**src/sv/stnh_pkg.sv**
```systemverilog
`default_nettype none
// ---------------------------------------------------------------------------
// stnh_pkg
// Shared types, constants and the micro-op table for the nearest-hit block.
// ---------------------------------------------------------------------------
package stnh_pkg;

    localparam int COORD_W     = 32;
    localparam int T_FRAC_BITS = 16;
    localparam int Q_W         = T_FRAC_BITS + 1;
    localparam int DIFF_W      = COORD_W + 1;
    localparam int WIDE_W      = 2 * DIFF_W + 1;
    localparam int DIG_W       = 16;
    localparam int NUM_DIG     = (WIDE_W + DIG_W - 1) / DIG_W;
    localparam int OPA_W       = DIG_W * NUM_DIG;
    localparam int PROD_W      = DIG_W + 1 + DIFF_W;
    localparam int ACC_W       = OPA_W + DIFF_W - 9;
    localparam int NUM_UOP     = 24;
    localparam int UOP_IDX_W   = 5;
    localparam int DIG_IDX_W   = 3;
    localparam int STEP_W      = 5;
    localparam int NUM_CFG     = 6;
    localparam int CFG_IDX_W   = 3;
    localparam int Q_DEPTH     = 2;
    localparam int Q_PTR_W     = 1;
    localparam int Q_CNT_W     = 2;
    localparam int NUM_COMP    = 12;
    localparam int COMP_IDX_W  = 4;

    typedef logic signed [DIFF_W-1:0] comp_t;
    typedef logic signed [WIDE_W-1:0] wide_t;
    typedef logic signed [ACC_W-1:0]  acc_t;

    // register indexes of the configuration port
    typedef enum logic [CFG_IDX_W-1:0] {
        CFG_START_X = 3'd0,
        CFG_START_Y = 3'd1,
        CFG_START_Z = 3'd2,
        CFG_END_X   = 3'd3,
        CFG_END_Y   = 3'd4,
        CFG_END_Z   = 3'd5
    } cfg_idx_t;

    // difference vectors carried per triangle
    typedef enum logic [1:0] {
        VEC_EB = 2'd0,
        VEC_EC = 2'd1,
        VEC_SD = 2'd2,
        VEC_PA = 2'd3
    } vec_sel_t;

    // where a finished accumulation goes
    typedef enum logic [3:0] {
        DST_NONE, DST_N0, DST_N1, DST_N2, DST_DEN, DST_TN,
        DST_EX0, DST_EX1, DST_EX2, DST_BV, DST_BW
    } dst_t;

    typedef enum logic [2:0] {
        BK_IDLE, BK_MAC, BK_CHECK, BK_DIV, BK_UPDATE
    } back_state_t;

    typedef struct packed {
        logic              last;
        comp_t [NUM_COMP-1:0] comp;
    } item_t;

    typedef struct packed {
        logic               a_wide;
        logic               a_ex;
        vec_sel_t           a_vec;
        logic [1:0]         a_comp;
        vec_sel_t           b_vec;
        logic [1:0]         b_comp;
        logic               neg;
        dst_t               dst;
    } uop_t;

    typedef struct packed {
        logic               full;
        logic               empty;
        logic [Q_CNT_W-1:0] count;
    } q_status_t;

    typedef struct packed {
        logic busy;
        logic emit;
    } back_status_t;

    function automatic logic [COMP_IDX_W-1:0] comp_idx(vec_sel_t v, logic [1:0] c);
        logic [COMP_IDX_W-1:0] r;
        r = COMP_IDX_W'({2'b00, v} * 4'd3) + COMP_IDX_W'({2'b00, c});
        return r;
    endfunction

    function automatic uop_t mk_cross(vec_sel_t av, logic [1:0] ac, vec_sel_t bv,
                                      logic [1:0] bc, logic neg, dst_t dst);
        uop_t u;
        u.a_wide = 1'b0;
        u.a_ex   = 1'b0;
        u.a_vec  = av;
        u.a_comp = ac;
        u.b_vec  = bv;
        u.b_comp = bc;
        u.neg    = neg;
        u.dst    = dst;
        return u;
    endfunction

    function automatic uop_t mk_dot(logic ex, logic [1:0] c, vec_sel_t bv,
                                    logic neg, dst_t dst);
        uop_t u;
        u.a_wide = 1'b1;
        u.a_ex   = ex;
        u.a_vec  = VEC_EB;
        u.a_comp = c;
        u.b_vec  = bv;
        u.b_comp = c;
        u.neg    = neg;
        u.dst    = dst;
        return u;
    endfunction

    // micro-op sequence: normal, den, tn, segment cross, bv, -bw
    function automatic uop_t uop_lookup(logic [UOP_IDX_W-1:0] idx);
        uop_t u;
        unique case (idx)
            5'd0:  u = mk_cross(VEC_EB, 2'd1, VEC_EC, 2'd2, 1'b0, DST_NONE);
            5'd1:  u = mk_cross(VEC_EB, 2'd2, VEC_EC, 2'd1, 1'b1, DST_N0);
            5'd2:  u = mk_cross(VEC_EB, 2'd2, VEC_EC, 2'd0, 1'b0, DST_NONE);
            5'd3:  u = mk_cross(VEC_EB, 2'd0, VEC_EC, 2'd2, 1'b1, DST_N1);
            5'd4:  u = mk_cross(VEC_EB, 2'd0, VEC_EC, 2'd1, 1'b0, DST_NONE);
            5'd5:  u = mk_cross(VEC_EB, 2'd1, VEC_EC, 2'd0, 1'b1, DST_N2);
            5'd6:  u = mk_dot(1'b0, 2'd0, VEC_SD, 1'b0, DST_NONE);
            5'd7:  u = mk_dot(1'b0, 2'd1, VEC_SD, 1'b0, DST_NONE);
            5'd8:  u = mk_dot(1'b0, 2'd2, VEC_SD, 1'b0, DST_DEN);
            5'd9:  u = mk_dot(1'b0, 2'd0, VEC_PA, 1'b0, DST_NONE);
            5'd10: u = mk_dot(1'b0, 2'd1, VEC_PA, 1'b0, DST_NONE);
            5'd11: u = mk_dot(1'b0, 2'd2, VEC_PA, 1'b0, DST_TN);
            5'd12: u = mk_cross(VEC_SD, 2'd1, VEC_PA, 2'd2, 1'b0, DST_NONE);
            5'd13: u = mk_cross(VEC_SD, 2'd2, VEC_PA, 2'd1, 1'b1, DST_EX0);
            5'd14: u = mk_cross(VEC_SD, 2'd2, VEC_PA, 2'd0, 1'b0, DST_NONE);
            5'd15: u = mk_cross(VEC_SD, 2'd0, VEC_PA, 2'd2, 1'b1, DST_EX1);
            5'd16: u = mk_cross(VEC_SD, 2'd0, VEC_PA, 2'd1, 1'b0, DST_NONE);
            5'd17: u = mk_cross(VEC_SD, 2'd1, VEC_PA, 2'd0, 1'b1, DST_EX2);
            5'd18: u = mk_dot(1'b1, 2'd0, VEC_EC, 1'b0, DST_NONE);
            5'd19: u = mk_dot(1'b1, 2'd1, VEC_EC, 1'b0, DST_NONE);
            5'd20: u = mk_dot(1'b1, 2'd2, VEC_EC, 1'b0, DST_BV);
            5'd21: u = mk_dot(1'b1, 2'd0, VEC_EB, 1'b1, DST_NONE);
            5'd22: u = mk_dot(1'b1, 2'd1, VEC_EB, 1'b1, DST_NONE);
            5'd23: u = mk_dot(1'b1, 2'd2, VEC_EB, 1'b1, DST_BW);
            default: u = mk_cross(VEC_EB, 2'd0, VEC_EB, 2'd0, 1'b0, DST_NONE);
        endcase
        return u;
    endfunction

endpackage
`default_nettype wire

```
**src/sv/stnh_queue.sv**
```systemverilog
`default_nettype none
// ---------------------------------------------------------------------------
// stnh_queue
// Two-entry queue between the front and the back.
// ---------------------------------------------------------------------------
module stnh_queue import stnh_pkg::*; (
    input  wire logic  aclk,
    input  wire logic  aresetn,
    input  wire logic  push,
    input  wire item_t push_item,
    input  wire logic  pop,
    output item_t      pop_item,
    output q_status_t  status
);

    item_t               mem_reg [Q_DEPTH];
    logic [Q_PTR_W-1:0]  wr_ptr_reg, wr_ptr_next;
    logic [Q_PTR_W-1:0]  rd_ptr_reg, rd_ptr_next;
    logic [Q_CNT_W-1:0]  count_reg, count_next;

    // pointer and fill count
    always_comb begin
        wr_ptr_next = push ? wr_ptr_reg + 1'b1 : wr_ptr_reg;
        rd_ptr_next = pop  ? rd_ptr_reg + 1'b1 : rd_ptr_reg;
        count_next  = count_reg;
        if (push && !pop) begin
            count_next = count_reg + 1'b1;
        end else if (pop && !push) begin
            count_next = count_reg - 1'b1;
        end
    end

    always_ff @(posedge aclk) begin
        if (!aresetn) begin
            wr_ptr_reg <= '0;
            rd_ptr_reg <= '0;
            count_reg  <= '0;
        end else begin
            wr_ptr_reg <= wr_ptr_next;
            rd_ptr_reg <= rd_ptr_next;
            count_reg  <= count_next;
        end
    end

    // storage
    always_ff @(posedge aclk) begin
        if (push) begin
            mem_reg[wr_ptr_reg] <= push_item;
        end
    end

    assign pop_item     = mem_reg[rd_ptr_reg];
    assign status.count = count_reg;
    assign status.full  = (count_reg == Q_CNT_W'(Q_DEPTH));
    assign status.empty = (count_reg == '0);

endmodule
`default_nettype wire

```
**config.mk**
```make
export PLATFORM = sky130hd
export DESIGN_NAME = stnh_queue
export DESIGN_NICKNAME = d
export VERILOG_FILES = /design/src/sv/stnh_pkg.sv /design/src/sv/stnh_queue.sv
export SDC_FILE = /design/constraint.sdc
export NUM_CORES = 1
export LEC_CHECK = 0
export BUFFER_PORTS_ARGS = -buffer_cell sky130_fd_sc_hd__buf_2
export CORE_AREA = 2 2 310 312
export DETAILED_ROUTE_END_ITERATION = 8
export DIE_AREA = 0 0 312 314
export PLACE_DENSITY = 0.53
export SYNTH_ARGS = -nofsm -noshare
export SYNTH_HDL_FRONTEND = slang
export SYNTH_SLANG_ARGS = --single-unit
```
**constraint.sdc**
```tcl
create_clock -name aclk -period 37.4 [get_ports aclk]
set_clock_uncertainty 0.15 [all_clocks]
set_input_delay 1.87 -clock aclk [delete_from_list [all_inputs] [get_ports aclk]]
set_output_delay 1.87 -clock aclk [all_outputs]
set_load 0.01 [all_outputs]
```
==> results.py <==
metrics = {
    "floorplan": {
        "placeableCoreArea_sq_um": 94450,
        "start_util_pct": 32.05,
        "boundaryPins": 802,
        "dieArea_sq_um": 97970,
        "die_h_um": 314,
        "rows": 113,
        "die_w_um": 312,
    },
    "clocking": {
        "cts_inserted_buffers": 88,
        "tritoncts": "yes",
        "cts_sinks": 799,
        "clock_latency_ps": 630,
        "cts.repair.resized": 0,
        "cts_max_level": 3,
        "cts_root_buf": "clkbuf_16",
        "cts_hold_buf": 0,
        "clk_path_buf_depth": 3,
        "postCtsSetupRepairBufs": 0,
        "clk_pin_slew_ps": 60,
    },
    "critical_path": {
        "required_ps": 35380,
        "cp-start-kind": "register",
        "endpoint_kind": "primary output",
        "worstPathArrival_ps": 4610,
        "critical_path_class": "reg2out",
        "cp_max_fo": 58,
        "rr_worst_depth": 4,
    },
    "detailed_routing": {
        "drt_first_iter_violations": 756,
        "antenna_left": 0,
        "viasPerCell": 4.338,
        "drt-total-wl_mm": 71.71,
        "drc": 0,
        "wire_per_inst_um": 20.73,
        "dr_total_vias": 15010,
        "drt_pass1_iterations": 5,
    },
    "sta": {
        "max_freq_mhz": 150.9,
        "finalHoldViolCount": 0,
        "maxSlewHeadroom_pct": 29.23,
        "post-route-period-util_pct": 17.72,
        "tightest_slew_ps": 1061,
        "rsz0062_at_grt": "false",
        "setup_viol": 0,
        "finalCriticalPeriod_ps": 6626,
        "drv_slew": 0,
        "tns_ps": 0,
        "setup_ws_ps": 30770,
    },
    "global_route": {
        "grt_start_max_net_pins": 152,
        "grt_pass1_wl_mm": 101.9,
        "grt_pass1_vias": 15810,
        "track_usage_pct": 14.06,
        "antenna_found_initial": 24,
        "gr-total-overflow": 0,
    },
    "final_layout": {
        "largest_reg_flops": 794,
        "final_nets": 2523,
        "layout.area.seq_sq_um": 23950,
        "multi_input_comb_area_sq_um": 5832,
        "synthToLayoutAreaGrowth_pct": 26.52,
        "final_layout_size_suffix_gt1_share_pct": 61.39,
        "fillCellCount": 8699,
    },
    "place": {
        "port_buffers": 801,
        "place_ws_ps": 31370,
        "dp_hpwl_mm": 51.34,
        "gp_congestion": 0.7824,
    },
    "synth": {
        "yosysWarningCount": 0,
        "ys_ff_latch": 799,
        "avgSynthCellArea_sq_um": 24.08,
        "synthCells": 1257,
        "synth_nets": 1659,
        "synth-seq-area-share_pct": 79.09,
        "synth_area_sq_um": 30270,
        "synth_cell_types": 18,
    },
    "power_and_ir_drop": {
        "powerDensity_nw_per_um2": 54.96,
        "vdd_ir_drop_max_mv": 0.04093,
        "leakage_nw": 14.88,
    },
    "run_status": {
        "status": "completed",
    },
    "job": {
        "cap_violations": 0,
    },
    "min_path": {
        "hold_path_depth": 2,
        "hold_class": "reg2reg",
    },
}
-- cells in the mapped netlist --
cell | number | area (sq um)
nor2b_1 | 3 | 18.77
buf_2 | 6 | 30.03
inv_1 | 1 | 3.750
dfxtp_1 | 5 | 100.1
xnor2_1 | 1 | 8.760
a21boi_0 | 1 | 7.510
mux2_4 | 330 | 4955
o21a_1 | 1 | 7.510
nor2_1 | 1 | 3.750
buf_8 | 12 | 180.2
edfxtp_1 | 794 | 23840
xor2_1 | 2 | 17.52
buf_6 | 26 | 292.8
and2_1 | 4 | 25.02
or3_1 | 1 | 6.260
o21ai_0 | 1 | 5.000
ha_1 | 1 | 12.51
mux2_2 | 67 | 754.5
-- logic make-up (layout without fill, tap and decap cells) --
kind of cell	Yosys count	after routing	share of synthesized area, %
other	0	8	0
buffers and inverters	45	974	1.674
muxes	397	397	18.86
DFF	799	799	79.09
AOI/OAI and AO/OA	3	3	0.06613
xor gates and xnor gates	3	3	0.08681
adders and majority gates	1	1	0.04133
and+or+nand+nor	9	9	0.1777
-- cells in the final DEF (no fill, tap or decap), types with 3 or more instances in the layout --
cell type,n
and2_1,3
clkinv_2,16
bufinv_16,6
clkinvlp_4,3
buf_2,801
mux2_2,67
dfxtp_1,4
clkinv_1,17
clkbuf_1,14
inv_6,5
edfxtp_1,794
buf_4,15
mux2_4,330
diode_2,8
clkbuf_16,91
-- per-stage QoR --
step	hold WS (ps)	instances	power, mW	cell area [sq um]	utilization, %
5_1_grt	430.8	3457	2.186	38300	40.55
3_3_place_gp	363.6	3296	1.301	35530	37.62
6_report	415.3	3459	2.105	38300	40.55
3_5_place_dp	409.2	3296	1.306	35530	37.62
2_1_floorplan	378.8	1257	1.232	30270	-
4_1_cts	423.4	3451	2.139	38280	40.53
-- metal layers --
metal | global-route usage, % | wire length (um) | vias to the layer above
li1 | - | - | 6791
met1 | 14.39 | 24790 | 7444
met2 | 25.36 | 38050 | 600
met3 | 5.929 | 6760 | 143
met4 | 5.398 | 1924 | 28
met5 | 0 | 188 | -
-- area by class of cell --
class                   instances  area share, %
multi-input cells             413          15.23
repair buffers                818          10.87
flip-flops and latches        799          62.52
inverters                       1       0.009800
clock buffers                 106          6.119
well taps                    1265          4.133
clock inverters                49          1.072
diodes                          8        0.05227
-- worst paths after layout --
path	from	to	slack, ps
max	register	pop_item[338]	30770
min	count_reg[1]	count_reg[1]	420
max reg2reg	wr_ptr_reg	mem_reg[1][340]	33280
min reg2reg	count_reg[1]	count_reg[1]	420
-- critical path, stage by stage (launching register included) --
cell	delay [ps]
dfxtp_4	790
buf_4	750
buf_4	850
buf_4	880
mux2_4	360
buf_2	140
-- power by group --
part	total (mW)	switching (mW)	internal, mW
Sequential	1.05	0.0135	1.04
Combinational	0.231	0.117	0.114
Clock	0.823	0.337	0.486
Note: power is estimated with default switching activity, not from simulation.
