## src/sv/stnh_pkg.sv

```systemverilog
`default_nettype none
// ---------------------------------------------------------------------------
// stnh_pkg
// Shared types, constants and the micro-op table for the nearest-hit block.
// ---------------------------------------------------------------------------
package stnh_pkg;

    localparam int COORD_W     = 32;
    localparam int T_FRAC_BITS = 16;
    localparam int Q_W         = T_FRAC_BITS + 1;
    localparam int DIFF_W      = COORD_W + 1;
    localparam int WIDE_W      = 2 * DIFF_W + 1;
    localparam int DIG_W       = 16;
    localparam int NUM_DIG     = (WIDE_W + DIG_W - 1) / DIG_W;
    localparam int OPA_W       = DIG_W * NUM_DIG;
    localparam int PROD_W      = DIG_W + 1 + DIFF_W;
    localparam int ACC_W       = OPA_W + DIFF_W - 9;
    localparam int NUM_UOP     = 24;
    localparam int UOP_IDX_W   = 5;
    localparam int DIG_IDX_W   = 3;
    localparam int STEP_W      = 5;
    localparam int NUM_CFG     = 6;
    localparam int CFG_IDX_W   = 3;
    localparam int Q_DEPTH     = 2;
    localparam int Q_PTR_W     = 1;
    localparam int Q_CNT_W     = 2;
    localparam int NUM_COMP    = 12;
    localparam int COMP_IDX_W  = 4;

    typedef logic signed [DIFF_W-1:0] comp_t;
    typedef logic signed [WIDE_W-1:0] wide_t;
    typedef logic signed [ACC_W-1:0]  acc_t;

    // register indexes of the configuration port
    typedef enum logic [CFG_IDX_W-1:0] {
        CFG_START_X = 3'd0,
        CFG_START_Y = 3'd1,
        CFG_START_Z = 3'd2,
        CFG_END_X   = 3'd3,
        CFG_END_Y   = 3'd4,
        CFG_END_Z   = 3'd5
    } cfg_idx_t;

    // difference vectors carried per triangle
    typedef enum logic [1:0] {
        VEC_EB = 2'd0,
        VEC_EC = 2'd1,
        VEC_SD = 2'd2,
        VEC_PA = 2'd3
    } vec_sel_t;

    // where a finished accumulation goes
    typedef enum logic [3:0] {
        DST_NONE, DST_N0, DST_N1, DST_N2, DST_DEN, DST_TN,
        DST_EX0, DST_EX1, DST_EX2, DST_BV, DST_BW
    } dst_t;

    typedef enum logic [2:0] {
        BK_IDLE, BK_MAC, BK_CHECK, BK_DIV, BK_UPDATE
    } back_state_t;

    typedef struct packed {
        logic              last;
        comp_t [NUM_COMP-1:0] comp;
    } item_t;

    typedef struct packed {
        logic               a_wide;
        logic               a_ex;
        vec_sel_t           a_vec;
        logic [1:0]         a_comp;
        vec_sel_t           b_vec;
        logic [1:0]         b_comp;
        logic               neg;
        dst_t               dst;
    } uop_t;

    typedef struct packed {
        logic               full;
        logic               empty;
        logic [Q_CNT_W-1:0] count;
    } q_status_t;

    typedef struct packed {
        logic busy;
        logic emit;
    } back_status_t;

    function automatic logic [COMP_IDX_W-1:0] comp_idx(vec_sel_t v, logic [1:0] c);
        logic [COMP_IDX_W-1:0] r;
        r = COMP_IDX_W'({2'b00, v} * 4'd3) + COMP_IDX_W'({2'b00, c});
        return r;
    endfunction

    function automatic uop_t mk_cross(vec_sel_t av, logic [1:0] ac, vec_sel_t bv,
                                      logic [1:0] bc, logic neg, dst_t dst);
        uop_t u;
        u.a_wide = 1'b0;
        u.a_ex   = 1'b0;
        u.a_vec  = av;
        u.a_comp = ac;
        u.b_vec  = bv;
        u.b_comp = bc;
        u.neg    = neg;
        u.dst    = dst;
        return u;
    endfunction

    function automatic uop_t mk_dot(logic ex, logic [1:0] c, vec_sel_t bv,
                                    logic neg, dst_t dst);
        uop_t u;
        u.a_wide = 1'b1;
        u.a_ex   = ex;
        u.a_vec  = VEC_EB;
        u.a_comp = c;
        u.b_vec  = bv;
        u.b_comp = c;
        u.neg    = neg;
        u.dst    = dst;
        return u;
    endfunction

    // micro-op sequence: normal, den, tn, segment cross, bv, -bw
    function automatic uop_t uop_lookup(logic [UOP_IDX_W-1:0] idx);
        uop_t u;
        unique case (idx)
            5'd0:  u = mk_cross(VEC_EB, 2'd1, VEC_EC, 2'd2, 1'b0, DST_NONE);
            5'd1:  u = mk_cross(VEC_EB, 2'd2, VEC_EC, 2'd1, 1'b1, DST_N0);
            5'd2:  u = mk_cross(VEC_EB, 2'd2, VEC_EC, 2'd0, 1'b0, DST_NONE);
            5'd3:  u = mk_cross(VEC_EB, 2'd0, VEC_EC, 2'd2, 1'b1, DST_N1);
            5'd4:  u = mk_cross(VEC_EB, 2'd0, VEC_EC, 2'd1, 1'b0, DST_NONE);
            5'd5:  u = mk_cross(VEC_EB, 2'd1, VEC_EC, 2'd0, 1'b1, DST_N2);
            5'd6:  u = mk_dot(1'b0, 2'd0, VEC_SD, 1'b0, DST_NONE);
            5'd7:  u = mk_dot(1'b0, 2'd1, VEC_SD, 1'b0, DST_NONE);
            5'd8:  u = mk_dot(1'b0, 2'd2, VEC_SD, 1'b0, DST_DEN);
            5'd9:  u = mk_dot(1'b0, 2'd0, VEC_PA, 1'b0, DST_NONE);
            5'd10: u = mk_dot(1'b0, 2'd1, VEC_PA, 1'b0, DST_NONE);
            5'd11: u = mk_dot(1'b0, 2'd2, VEC_PA, 1'b0, DST_TN);
            5'd12: u = mk_cross(VEC_SD, 2'd1, VEC_PA, 2'd2, 1'b0, DST_NONE);
            5'd13: u = mk_cross(VEC_SD, 2'd2, VEC_PA, 2'd1, 1'b1, DST_EX0);
            5'd14: u = mk_cross(VEC_SD, 2'd2, VEC_PA, 2'd0, 1'b0, DST_NONE);
            5'd15: u = mk_cross(VEC_SD, 2'd0, VEC_PA, 2'd2, 1'b1, DST_EX1);
            5'd16: u = mk_cross(VEC_SD, 2'd0, VEC_PA, 2'd1, 1'b0, DST_NONE);
            5'd17: u = mk_cross(VEC_SD, 2'd1, VEC_PA, 2'd0, 1'b1, DST_EX2);
            5'd18: u = mk_dot(1'b1, 2'd0, VEC_EC, 1'b0, DST_NONE);
            5'd19: u = mk_dot(1'b1, 2'd1, VEC_EC, 1'b0, DST_NONE);
            5'd20: u = mk_dot(1'b1, 2'd2, VEC_EC, 1'b0, DST_BV);
            5'd21: u = mk_dot(1'b1, 2'd0, VEC_EB, 1'b1, DST_NONE);
            5'd22: u = mk_dot(1'b1, 2'd1, VEC_EB, 1'b1, DST_NONE);
            5'd23: u = mk_dot(1'b1, 2'd2, VEC_EB, 1'b1, DST_BW);
            default: u = mk_cross(VEC_EB, 2'd0, VEC_EB, 2'd0, 1'b0, DST_NONE);
        endcase
        return u;
    endfunction

endpackage
`default_nettype wire

```

## src/sv/stnh_front.sv

```systemverilog
`default_nettype none
// ---------------------------------------------------------------------------
// stnh_front
// Accepts triangles and forms the edge and segment difference vectors.
// ---------------------------------------------------------------------------
module stnh_front import stnh_pkg::*; (
    input  wire logic                      s_valid,
    output logic                           s_ready,
    input  wire logic signed [COORD_W-1:0] v0_x,
    input  wire logic signed [COORD_W-1:0] v0_y,
    input  wire logic signed [COORD_W-1:0] v0_z,
    input  wire logic signed [COORD_W-1:0] v1_x,
    input  wire logic signed [COORD_W-1:0] v1_y,
    input  wire logic signed [COORD_W-1:0] v1_z,
    input  wire logic signed [COORD_W-1:0] v2_x,
    input  wire logic signed [COORD_W-1:0] v2_y,
    input  wire logic signed [COORD_W-1:0] v2_z,
    input  wire logic                      last_triangle,
    input  wire logic signed [COORD_W-1:0] seg_reg [NUM_CFG],
    input  wire q_status_t                 q_status,
    output logic                           q_push,
    output item_t                          q_item
);

    function automatic comp_t dsub(logic signed [COORD_W-1:0] a,
                                   logic signed [COORD_W-1:0] b);
        comp_t r;
        r = DIFF_W'(a) - DIFF_W'(b);
        return r;
    endfunction

    // accept whenever the queue has room
    assign s_ready = !q_status.full;
    assign q_push  = s_valid && !q_status.full;

    // eb = B-A, ec = C-A, sd = P-Q, pa = P-A
    always_comb begin
        q_item.last     = last_triangle;
        q_item.comp[0]  = dsub(v1_x, v0_x);
        q_item.comp[1]  = dsub(v1_y, v0_y);
        q_item.comp[2]  = dsub(v1_z, v0_z);
        q_item.comp[3]  = dsub(v2_x, v0_x);
        q_item.comp[4]  = dsub(v2_y, v0_y);
        q_item.comp[5]  = dsub(v2_z, v0_z);
        q_item.comp[6]  = dsub(seg_reg[CFG_START_X], seg_reg[CFG_END_X]);
        q_item.comp[7]  = dsub(seg_reg[CFG_START_Y], seg_reg[CFG_END_Y]);
        q_item.comp[8]  = dsub(seg_reg[CFG_START_Z], seg_reg[CFG_END_Z]);
        q_item.comp[9]  = dsub(seg_reg[CFG_START_X], v0_x);
        q_item.comp[10] = dsub(seg_reg[CFG_START_Y], v0_y);
        q_item.comp[11] = dsub(seg_reg[CFG_START_Z], v0_z);
    end

endmodule
`default_nettype wire

```

## config.mk

```make
export PLATFORM = sky130hd
export DESIGN_NAME = stnh_front
export DESIGN_NICKNAME = d
export VERILOG_FILES = /design/src/sv/stnh_pkg.sv /design/src/sv/stnh_front.sv
export SDC_FILE = /design/constraint.sdc
export NUM_CORES = 1
export LEC_CHECK = 0
export BUFFER_PORTS_ARGS = -buffer_cell sky130_fd_sc_hd__buf_4
export CORE_AREA = 2 2 344 346
export DETAILED_ROUTE_END_ITERATION = 8
export DIE_AREA = 0 0 346 348
export SYNTH_ARGS = -nofsm -noshare
export SYNTH_HDL_FRONTEND = slang
export SYNTH_SLANG_ARGS = --single-unit
```

## constraint.sdc

```tcl
create_clock -name vclk -period 3
set_clock_uncertainty 0.2 [all_clocks]
set_input_delay 0.3 -clock vclk [all_inputs]
set_output_delay 0.3 -clock vclk [all_outputs]
set_load 0.02 [all_outputs]
```

==> impl_summary.md, run 1 <==
Routing
The iteration count of the initial detailed-routing pass is 7. The first routing iteration left between 1000 and 1500 violations. The detailed-route via count is approximately 28000. The total routed wirelength is 117 mm.

The number of nets still failing antenna checks after routing is 0. The mean routed wirelength per cell is 19.2 microns. For this run, design rule violations remaining after detail routing come to 0.

The per-cell via count in the routed design is 4.61.

Critical path
The critical path class is input port to output port. The number of buffers and inverters on the critical path is 4. The worst path required time is 2500 ps. STA classifies the critical path endpoint as an output port. For this run, the slowest stage of the critical path takes 460 ps. Traced cell by cell, the critical path runs through buf_8 -> inv_12 -> ha_4 -> fa_2 -> nor2b_4 -> o21ai_2 -> a21o_1 -> a31oi_2 -> a221o_2 -> buf_4 -> a21o_1 -> a21o_1 -> nand4_1 -> o41ai_2 -> xor2_1 -> buf_4. The cell with the largest stage delay on the worst path is sky130_fd_sc_hd__o41ai_2. The most frequent cell on the critical path is sky130_fd_sc_hd__a21o_1.

Data arrives at the worst endpoint at about 3200 ps. The kind of cell adding the most delay to the critical path is compound AO/OA/AOI/OAI gates. The worst-path maximum fanout is 2. The worst setup path is launched from an input port.

Timing
The worst path uses 124% of the clock period. At the pin with the least slew margin, the transition time is slightly above 600 ps. Measured against its own limit, the worst slew margin works out to just under 60%.

In the post-route analysis, the smallest setup slack over all paths is -726 ps. Setup repair after global routing could not meet its margin everywhere. Setup violations remaining at the end of the flow were counted as approximately 220. The hold violation total from the final report was 0. Based on the critical path, the design can be clocked at up to 268 MHz. Subtracting the final worst setup slack from the clock period gives 3730 ps. The final max-slew violation count was 0.

Die
In this run the vertical extent of the chip is 348 microns. Once the floorplan was initialized, standard cells occupied 16.4% of the core. In this run the horizontal extent of the chip is 346 microns. The initialized floorplan defines 126 standard-cell rows. The floorplan die area is 120000 sq um.

The I/O pin count is 885. The floorplan step defined a core boundary enclosing 117000 sq um.

Synthesis
The cell count after synthesis came out at 2764. The synthesis warning total is 0. The largest total area in the synthesized netlist belongs to sky130_fd_sc_hd__ha_1. The average size of a mapped cell is 6.93 sq um. In this run the cell area of the synthesized design comes to ~19000 sq um. The post-synthesis sequential area ratio is 0%. The count of unique library cells instantiated by Yosys is 77. The area share of the leading cell type in the synthesized netlist is 25.1%. The synthesized netlist net count is around 3600. By area the synthesized netlist is led by sky130_fd_sc_hd__ha_1 (25%), sky130_fd_sc_hd__xnor2_1 (10%), sky130_fd_sc_hd__a21oi_1 (8.1%).

Global routing
The first-pass GRT wire length is 168 mm. The leftover overflow at the end of global routing is 0. The via count of the first global-routing pass came to 28500. The overall track demand over capacity in global routing is 17.8%. The initial antenna violation count is 19.

Entering global routing, the biggest net connects 10 pins.

Layout
The summed area of non-filler cells in the final layout is between 40000 and 50000 sq um. The utilization of the core after routing is a little over a third. The filler cell count in the final layout is 12000. Leaving out fill and tap cells, the most frequent cells in the layout are sky130_fd_sc_hd__buf_4 (1522), sky130_fd_sc_hd__ha_1 (287), sky130_fd_sc_hd__buf_6 (275). Registers take 0 sq um. The post-route netlist has 55.9% of its cells at a drive strength greater than 1. The most common cell after layout, fill and taps aside is sky130_fd_sc_hd__buf_4. The layout overhead on the synthesized area is 116%. The number of nets at the end of the flow is 5430. The count of clock buffers in the final design is 0.

The design has 0 sequential cells.

Status
The final reports fail on setup timing. The run finished, with violations left.

Job
Across the run, the number of max-cap violations was 0.

Place
The placed wire-length estimate after detailed placement is 99.7 mm. The routability-driven placement congestion ratio is 0.986. The total of buffers placed on input and output ports is 880. The placed instance area is 34400 sq um.

Pwr
Power spread over the standard cell area amounts to about 310 nW/um^2. The analysis attributes to cell leakage a power of 20.2 nW. The maximum vdd ir drop is between 0.2 and 0.3 mV.

Worst hold path
The class of the most critical hold timing path is input port to output port.
-- where the power goes --
group | internal, mW | switching [mW]
clock network | 0.000000627 | 0
registers | 0 | 0
logic | 6.14 | 6.68
total | 6.14 | 6.68
-- path summary, 6_finish.rpt --
| kind | to | slack (ps) | cells after the start | from |
|---|---|---|---|---|
| max | q_item[59] | -730 | 16 | v1_y[0] |
| min | q_item[396] | 400 | 0 | last_triangle |
-- layer usage --
| metal | vias up | track usage (%) | share of wire (%) |
|---|---|---|---|
| met4 | 10 | 8.15 | 5.6 |
| met2 | 934 | 33.2 | 51 |
| met3 | 262 | 3.06 | 5.3 |
| met5 | - | 0 | 0.056 |
| li1 | 13600 | - | - |
| met1 | 13300 | 19.7 | 38 |
-- synthesized netlist by cell type (all sizes together), types with 5 or more instances --
master and count:
ha 384, a21oi 311, inv 300, xnor2 228, o21ai 187, nand2 180
a21o 171, nor2 171, xor2 104, o21a 63, nand3 60, nor2b 52
nand2b 48, o21bai 47, clkbuf 42, nand4 39, nor3 38, a31oi 37
a211oi 30, o31ai 25, and3 21, o31a 16, o211ai 14, or3 14
a211o 12, a21boi 12, fa 12, a31o 10, and2 10, nor4 10
a2111oi 8, a221oi 8, a41oi 8, o2111ai 8, or2 8, a221o 7
and4 7, nor3b 5, o221ai 5, o22ai 5
-- cell type report --
class,count,area [sq um],area share (%)
Antenna cell,14,35.0,0.0846
Inverter,300,1300,3.13
Multi-Input combinational cell,2419,23100,55.8
Tap cell,1536,1920,4.64
Timing Repair Buffer,1827,15000,36.3
-- repair_timing --
action | in CTS | in global routing
resized for setup | 793 | 325
pin swaps | 416 | 338
endpoints found under the setup margin | 236 | 241
hold buffers | 0 | 0
gates cloned | 0 | 0
buffers inserted | 170 | 115
-- cell families (layout without fill, tap and decap cells) --
family | count (synthesis) | count (layout) | synth area share (%)
other | 0 | 14 | 0
adders and majority gates | 396 | 396 | 26.4
buffers and inverters | 345 | 2127 | 6.80
AOI/OAI and AO/OA | 1014 | 1014 | 34.4
xor gates and xnor gates | 332 | 332 | 15.2
and+or+nand+nor | 677 | 677 | 17.3
-- through the flow --
| step | cells | setup slack [ps] | power (mW) | hold slack, ps | setup TNS, ps |
|---|---|---|---|---|---|
| 3_3_place_gp | 5908 | -955 | 10.6 | 400 | -98240 |
| 5_1_grt | 6096 | -770 | 13.5 | 400 | -83570 |
| 6_report | 6096 | -726 | 12.8 | 400 | -65990 |
| 4_1_cts | 6023 | -631 | 12.1 | 400 | -60080 |
| 2_1_floorplan | 2764 | -399 | 5.41 | 477 | -2560 |
| 3_5_place_dp | 5908 | -895 | 10.7 | 400 | -99370 |
(Power assumes the default switching activity.)
==> inputs of run 2 (changes only) <==
--- a/config.mk
+++ b/config.mk
@@ -9,6 +9,7 @@
 export CORE_AREA = 2 2 344 346
 export DETAILED_ROUTE_END_ITERATION = 8
 export DIE_AREA = 0 0 346 348
+export SKIP_LAST_GASP = 1
 export SYNTH_ARGS = -nofsm -noshare
 export SYNTH_HDL_FRONTEND = slang
 export SYNTH_SLANG_ARGS = --single-unit
==> impl_summary.md, run 2 (synthesis gave the netlist of run 1 again) <==
Status
The run finished, with violations left. The checks that failed: setup timing.

Layout
From synthesis to final layout, the design area changed by 115%. The summed area of non-filler cells in the final layout is 41100 sq um (-0.77%). The register area was 0 sq um (unchanged). Leaving out fill and tap cells, the most frequent cells in the layout are sky130_fd_sc_hd__buf_4 (1540), sky130_fd_sc_hd__ha_1 (286), sky130_fd_sc_hd__buf_6 (253). The number of nets at the end of the flow is 5426 (-0.074%). The count of clock buffers in the final design came to 0 (unchanged). The count of flip-flops and latches came to 0 (unchanged). The share of layout cells above drive strength 1 is 55.6% (-0.26 points).

The utilization of the core after routing is 35.1% (-0.27 points). The most common cell after layout, fill and taps aside is sky130_fd_sc_hd__buf_4.

Routing
The iteration count of the initial detailed-routing pass came to 5 (-2). The routed length on met1 is 44.7 mm (-0.74%). The total routed wirelength was 117 mm (-0.22%). The routed wire length on met3 came to 6.48 mm (+3.4%). The detailed-route via count came to 28200 (+0.26%). The highest metal layer carrying signal wires in the routed design is met5. The number of design rule violations left after detail routing came to 0 (unchanged). The met2 wire length is 59.0 mm (-0.49%). The per-cell via count in the routed design came to 4.63 (+0.31%).

The mean routed wirelength per cell is 19.2 microns (-0.17%). The number of nets still failing antenna checks after routing is 0 (unchanged). The violation count after the first detailed-route iteration is 1203 (+2.1%).

Critical path
The most frequent cell on the critical path is sky130_fd_sc_hd__a21o_1. The worst path required time is 2500 ps (about the same). The worst-path maximum fanout was 2 (unchanged). The worst setup path is launched from an input port. Traced cell by cell, the critical path runs through buf_12 -> inv_12 -> ha_4 -> fa_2 -> nor2b_4 -> o21ai_2 -> a21o_1 -> a31oi_2 -> a221o_2 -> buf_6 -> a21o_1 -> a21o_1 -> nand4_1 -> o41ai_2 -> xor2_1 -> buf_4.

The critical path starts at v1_y[0]. The worst setup path is captured at an output port. The critical path data arrival time came to 3230 ps (about the same). The kind of cell adding the most delay to the critical path is compound AO/OA/AOI/OAI gates. The largest stage delay on the critical path is 460 ps (about the same).

By startpoint and endpoint, the worst setup path is classified as input port to output port. For this design, the slowest cell found on the critical path is sky130_fd_sc_hd__o41ai_2. The number of buffers and inverters on the critical path is 4 (unchanged).

Timing
The hold violation total from the final report is 0 (unchanged). The maximum frequency from static timing analysis was 268 MHz (-0.12%). The max-slew headroom at the worst pin was 58.2% (+0.12 points). The share of the clock period used by the worst path after layout is 124% (+0.15 points). Setup repair after global routing could not meet its margin everywhere. The post-layout minimum cycle time is 3730 ps (+4.47 ps).

The final max-slew violation count was 0 (unchanged). The setup TNS is -64560 ps (+1430 ps). The actual transition at the worst max-transition pin is 612 ps (-1.72 ps). The setup slack after layout came to -730 ps (-4.47 ps). The count of final setup violators is 216 (unchanged). The worst hold-check slack is 400 ps (unchanged).

Die
The overall die width is 346 microns (unchanged). The starting density of the core was 16.4% (unchanged). The I/O pin count was 885 (unchanged). The number of standard-cell rows in the floorplan is 126 (unchanged). The core footprint came to 117000 sq um (unchanged). The height of the chip is 348 microns (unchanged). The floorplan die area was 120000 sq um (unchanged).

Place
The placed wire-length estimate after detailed placement is 99.7 mm (unchanged). The placement-stage worst setup slack came to -895 ps (unchanged). The placed instance area is 34400 sq um (unchanged).

The routability-driven placement congestion ratio is 0.986 (unchanged). The total of buffers placed on input and output ports is 880 (unchanged).

Global routing
The pin count of the biggest net entering global routing is 10 (unchanged). The first-pass GRT wire length is 168 mm (-0.19%). The overall track demand over capacity in global routing came to 17.8% (-0.035 points). The leftover overflow at the end of global routing is 0 (unchanged).

The initial antenna violation count came to 19 (unchanged). The via count of the first global-routing pass came to 28400 (-0.23%).

Pwr
The power per cell area is 309 nW/um^2 (about the same). The leakage power total was 20.1 nW (-0.42%). The maximum vdd ir drop came to 0.253 mV (-3.5%).

CTS
The hold buffer count at cts was 0 (unchanged).

Worst hold path
The class of the most critical hold timing path is input port to output port. The worst hold path begins at last_triangle.

Job
The total of max-cap violations came to 0 (unchanged).
run 2: metal layers:
metal  vias to the layer above  global-route usage [%]
met3                       266                    2.94
li1                      13600                       -
met4                        10                    7.93
met2                       970                    33.2
met1                     13400                    19.7
met5                         -                       0
run 2: final timing paths:
| kind | end | cells past startpoint |
|---|---|---|
| worst max-delay path | q_item[59] | 16 |
| worst min-delay path | q_item[396] | 0 |
run 2: per-stage QoR:
stage,power [mW],instances
CTS,12.0,6023
global placement,10.6,5908
floorplan,5.41,2764
detailed placement,10.7,5908
finish,12.7,6093
global route,13.4,6092
run 2: cell type report:
| cell class | count | area (sq um) |
|---|---|---|
| Fill cell | 12100 | 75900 |
| Inverter | 300 | 1290 |
| Timing Repair Buffer | 1823 | 14900 |
| Antenna cell | 15 | 37.5 |
| Tap cell | 1536 | 1920 |
| Multi-Input combinational cell | 2419 | 22900 |
run 2: timing repair:
item,4_1_cts,5_1_grt
endpoints found under the setup margin,236,243
pin swaps,413,326
buffers inserted,170,117
resized for setup,767,299
cloned,0,0
run 2: report_power, final:
part,switching [mW],internal [mW]
registers,0,0
logic,6.64,6.07
clock network,0,0.000000673
==> inputs of run 3 (changes only) <==
==> constraint.sdc (replaced) <==
create_clock -name vclk -period 3
set_clock_uncertainty 0.2 [all_clocks]
set_input_delay 0.3 -clock vclk [all_inputs]
set_output_delay 0.3 -clock vclk [all_outputs]
set_load 0.1 [all_outputs]
==> impl_summary.md, run 3 (synthesis gave the netlist of run 1 again) <==
Status
The flow ran to the end, but the final reports show violations. The checks that failed: setup timing.

Routing
The violation count after the first detailed-route iteration was 1056 (-12%). The per-cell via count in the routed design was 4.51 (-2.5%). The detailed-route via count is 28200 (+0.15%). The total routed wirelength was 120 mm (+2.9%).

The number of nets still failing antenna checks after routing is 0 (unchanged). The number of design rule violations left after detail routing is 0 (unchanged). The iteration count of the initial detailed-routing pass is 7 (+2). The mean routed wirelength per cell is 19.2 microns (+0.17%).

Global routing
The overall track demand over capacity in global routing is 18.9% (+1.1 points). The via count of the first global-routing pass was 28900 (+1.7%). The first-pass GRT wire length is 176 mm (+4.8%). The leftover overflow at the end of global routing came to 0 (unchanged). The pin count of the biggest net entering global routing is 10 (unchanged). The initial antenna violation count is 39 (+20).

Layout
The top cell types in the final layout, fill and taps aside, are sky130_fd_sc_hd__buf_4 (1537), sky130_fd_sc_hd__ha_1 (288), sky130_fd_sc_hd__inv_1 (249). The summed area of non-filler cells in the final layout is 49500 sq um (+20%). The filler cell count in the final layout was 11300 (-6.7%). The number of nets at the end of the flow came to 5581 (+2.9%). The utilization of the core after routing is 42.3% (+7.2 points). The count of flip-flops and latches is 0 (unchanged). The share of layout cells above drive strength 1 was 62.1% (+6.5 points). The number of standard cells in the layout, taps in and fillers out is 6258 (+2.7%).

The register area is 0 sq um (unchanged). The count of clock buffers in the final design came to 0 (unchanged). The layout overhead on the synthesized area is 159%.

The most common cell after layout, fill and taps aside is sky130_fd_sc_hd__buf_4.

Worst hold path
In this run the worst hold path is classified as input port to output port.

Timing
The hold violation total from the final report came to 0 (unchanged). The actual transition at the worst max-transition pin is 566 ps (-45.9 ps). The setup slack after layout was -840 ps (-110 ps). The max-slew headroom at the worst pin is 62.0% (+3.8 points).

Setup repair after global routing could not meet its margin everywhere. The post-layout minimum cycle time was 3840 ps (+110 ps). The final max-slew violation count is 0 (unchanged). The share of the clock period used by the worst path after layout is 128% (+3.7 points). The count of final setup violators was 235 (+8.8%). The maximum frequency from static timing analysis is 260 MHz (-2.9%).

Critical path
The worst path required time was 2500 ps (about the same). The critical path data arrival time came to 3340 ps (+110 ps). The type of destination of the critical path is an output port. The critical path class is input port to output port. STA classifies the critical path startpoint as an input port.

The worst-path maximum fanout is 2 (unchanged).

Die
The starting density of the core is 16.4% (unchanged). The I/O pin count is 885 (unchanged). The number of standard-cell rows in the floorplan is 126 (unchanged). The floorplan die area is 120000 sq um (unchanged). The height of the chip came to 348 microns (unchanged).

The core footprint came to 117000 sq um (unchanged). The overall die width is 346 microns (unchanged).

Pwr
The maximum vdd ir drop was 0.358 mV (+42%). The power per cell area is 477 nW/um^2 (+54%). The leakage power total was 23.2 nW (+16%).

Place
The total of buffers placed on input and output ports is 880 (unchanged). The routability-driven placement congestion ratio came to 0.988 (+0.13%). The placement-stage worst setup slack came to -1110 ps (-210 ps). The count of placed standard cells including taps came to 6087 (+3.0%). The placed wire-length estimate after detailed placement is 107 mm (+7.2%). The placed instance area came to 42300 sq um (+23%).

Job
The total of max-cap violations is 0 (unchanged).
run 3: cell count changes in the layout (fill, tap and decap cells not counted), moves of 23 or more:
| cell | previous run | this run |
|---|---|---|
| sky130_fd_sc_hd__buf_6 | 253 | 180 |
| sky130_fd_sc_hd__buf_12 | 15 | 243 |
| sky130_fd_sc_hd__xnor2_1 | 146 | 17 |
| sky130_fd_sc_hd__xor2_1 | 66 | 2 |
| sky130_fd_sc_hd__a21oi_4 | 15 | 43 |
| sky130_fd_sc_hd__xor2_4 | 9 | 69 |
| sky130_fd_sc_hd__xnor2_4 | 12 | 136 |
| sky130_fd_sc_hd__a21oi_2 | 85 | 62 |
run 3: per-stage QoR:
step                power (mW)  hold WS [ps]  setup TNS [ps]
floorplan                 14.6           612          -47450
global placement          20.3           401         -128520
detailed placement        20.4           401         -131580
CTS                       23.3           401          -75230
global route              24.5           401         -101760
finish                    23.6           401          -76920
run 3: worst paths after layout:
kind / start / endpoint / slack, ps / depth (start not counted)
max: v1_y[0] / q_item[63] / -840 / 16
min: last_triangle / q_item[396] / 400 / 0
run 3: repair_timing:
| item | 4_1_cts | 5_1_grt |
|---|---|---|
| setup buffers | 118 | 103 |
| endpoints found under the hold margin | 0 | 0 |
| hold buffers | 0 | 0 |
| pin swaps | 410 | 224 |
| gates resized for setup | 1129 | 184 |
| endpoints found under the setup margin | 256 | 261 |
run 3: critical path, cell delays in order:
cell                       delay (ps)
sky130_fd_sc_hd__buf_8             90
sky130_fd_sc_hd__inv_12            30
sky130_fd_sc_hd__ha_4             150
sky130_fd_sc_hd__fa_2             370
sky130_fd_sc_hd__nor2b_4          120
sky130_fd_sc_hd__o21ai_2           60
sky130_fd_sc_hd__a21o_1           210
sky130_fd_sc_hd__a31oi_4          210
sky130_fd_sc_hd__a221o_2          240
sky130_fd_sc_hd__a31oi_4          110
sky130_fd_sc_hd__o31a_1           300
sky130_fd_sc_hd__o31a_1           320
sky130_fd_sc_hd__a211oi_4         290
sky130_fd_sc_hd__buf_12           160
sky130_fd_sc_hd__xor2_4           170
sky130_fd_sc_hd__buf_12           190
run 3: power breakdown:
group          switching [mW]  leakage [nW]  internal (mW)
clock                       0      0.000158     0.00000112
combinational            14.8          23.2           8.84
sequential                  0             0              0
total                    14.8          23.2           8.84
run 3: layer usage:
| metal | wire [microns] | global-route usage [%] |
|---|---|---|
| met2 | 61300 | 35.4 |
| met1 | 46400 | 21.2 |
| met4 | 4980 | 6.10 |
| met3 | 7530 | 3.97 |
| met5 | 65 | 0 |
run 3: layout make-up:
class | count | area [sq um] | area share (%)
repair buffers | 1978 | 18700 | 37.8
multi-input cells | 2419 | 27400 | 55.4
inverters | 300 | 1380 | 2.79
well taps | 1536 | 1920 | 3.88
diodes | 25 | 62.6 | 0.126
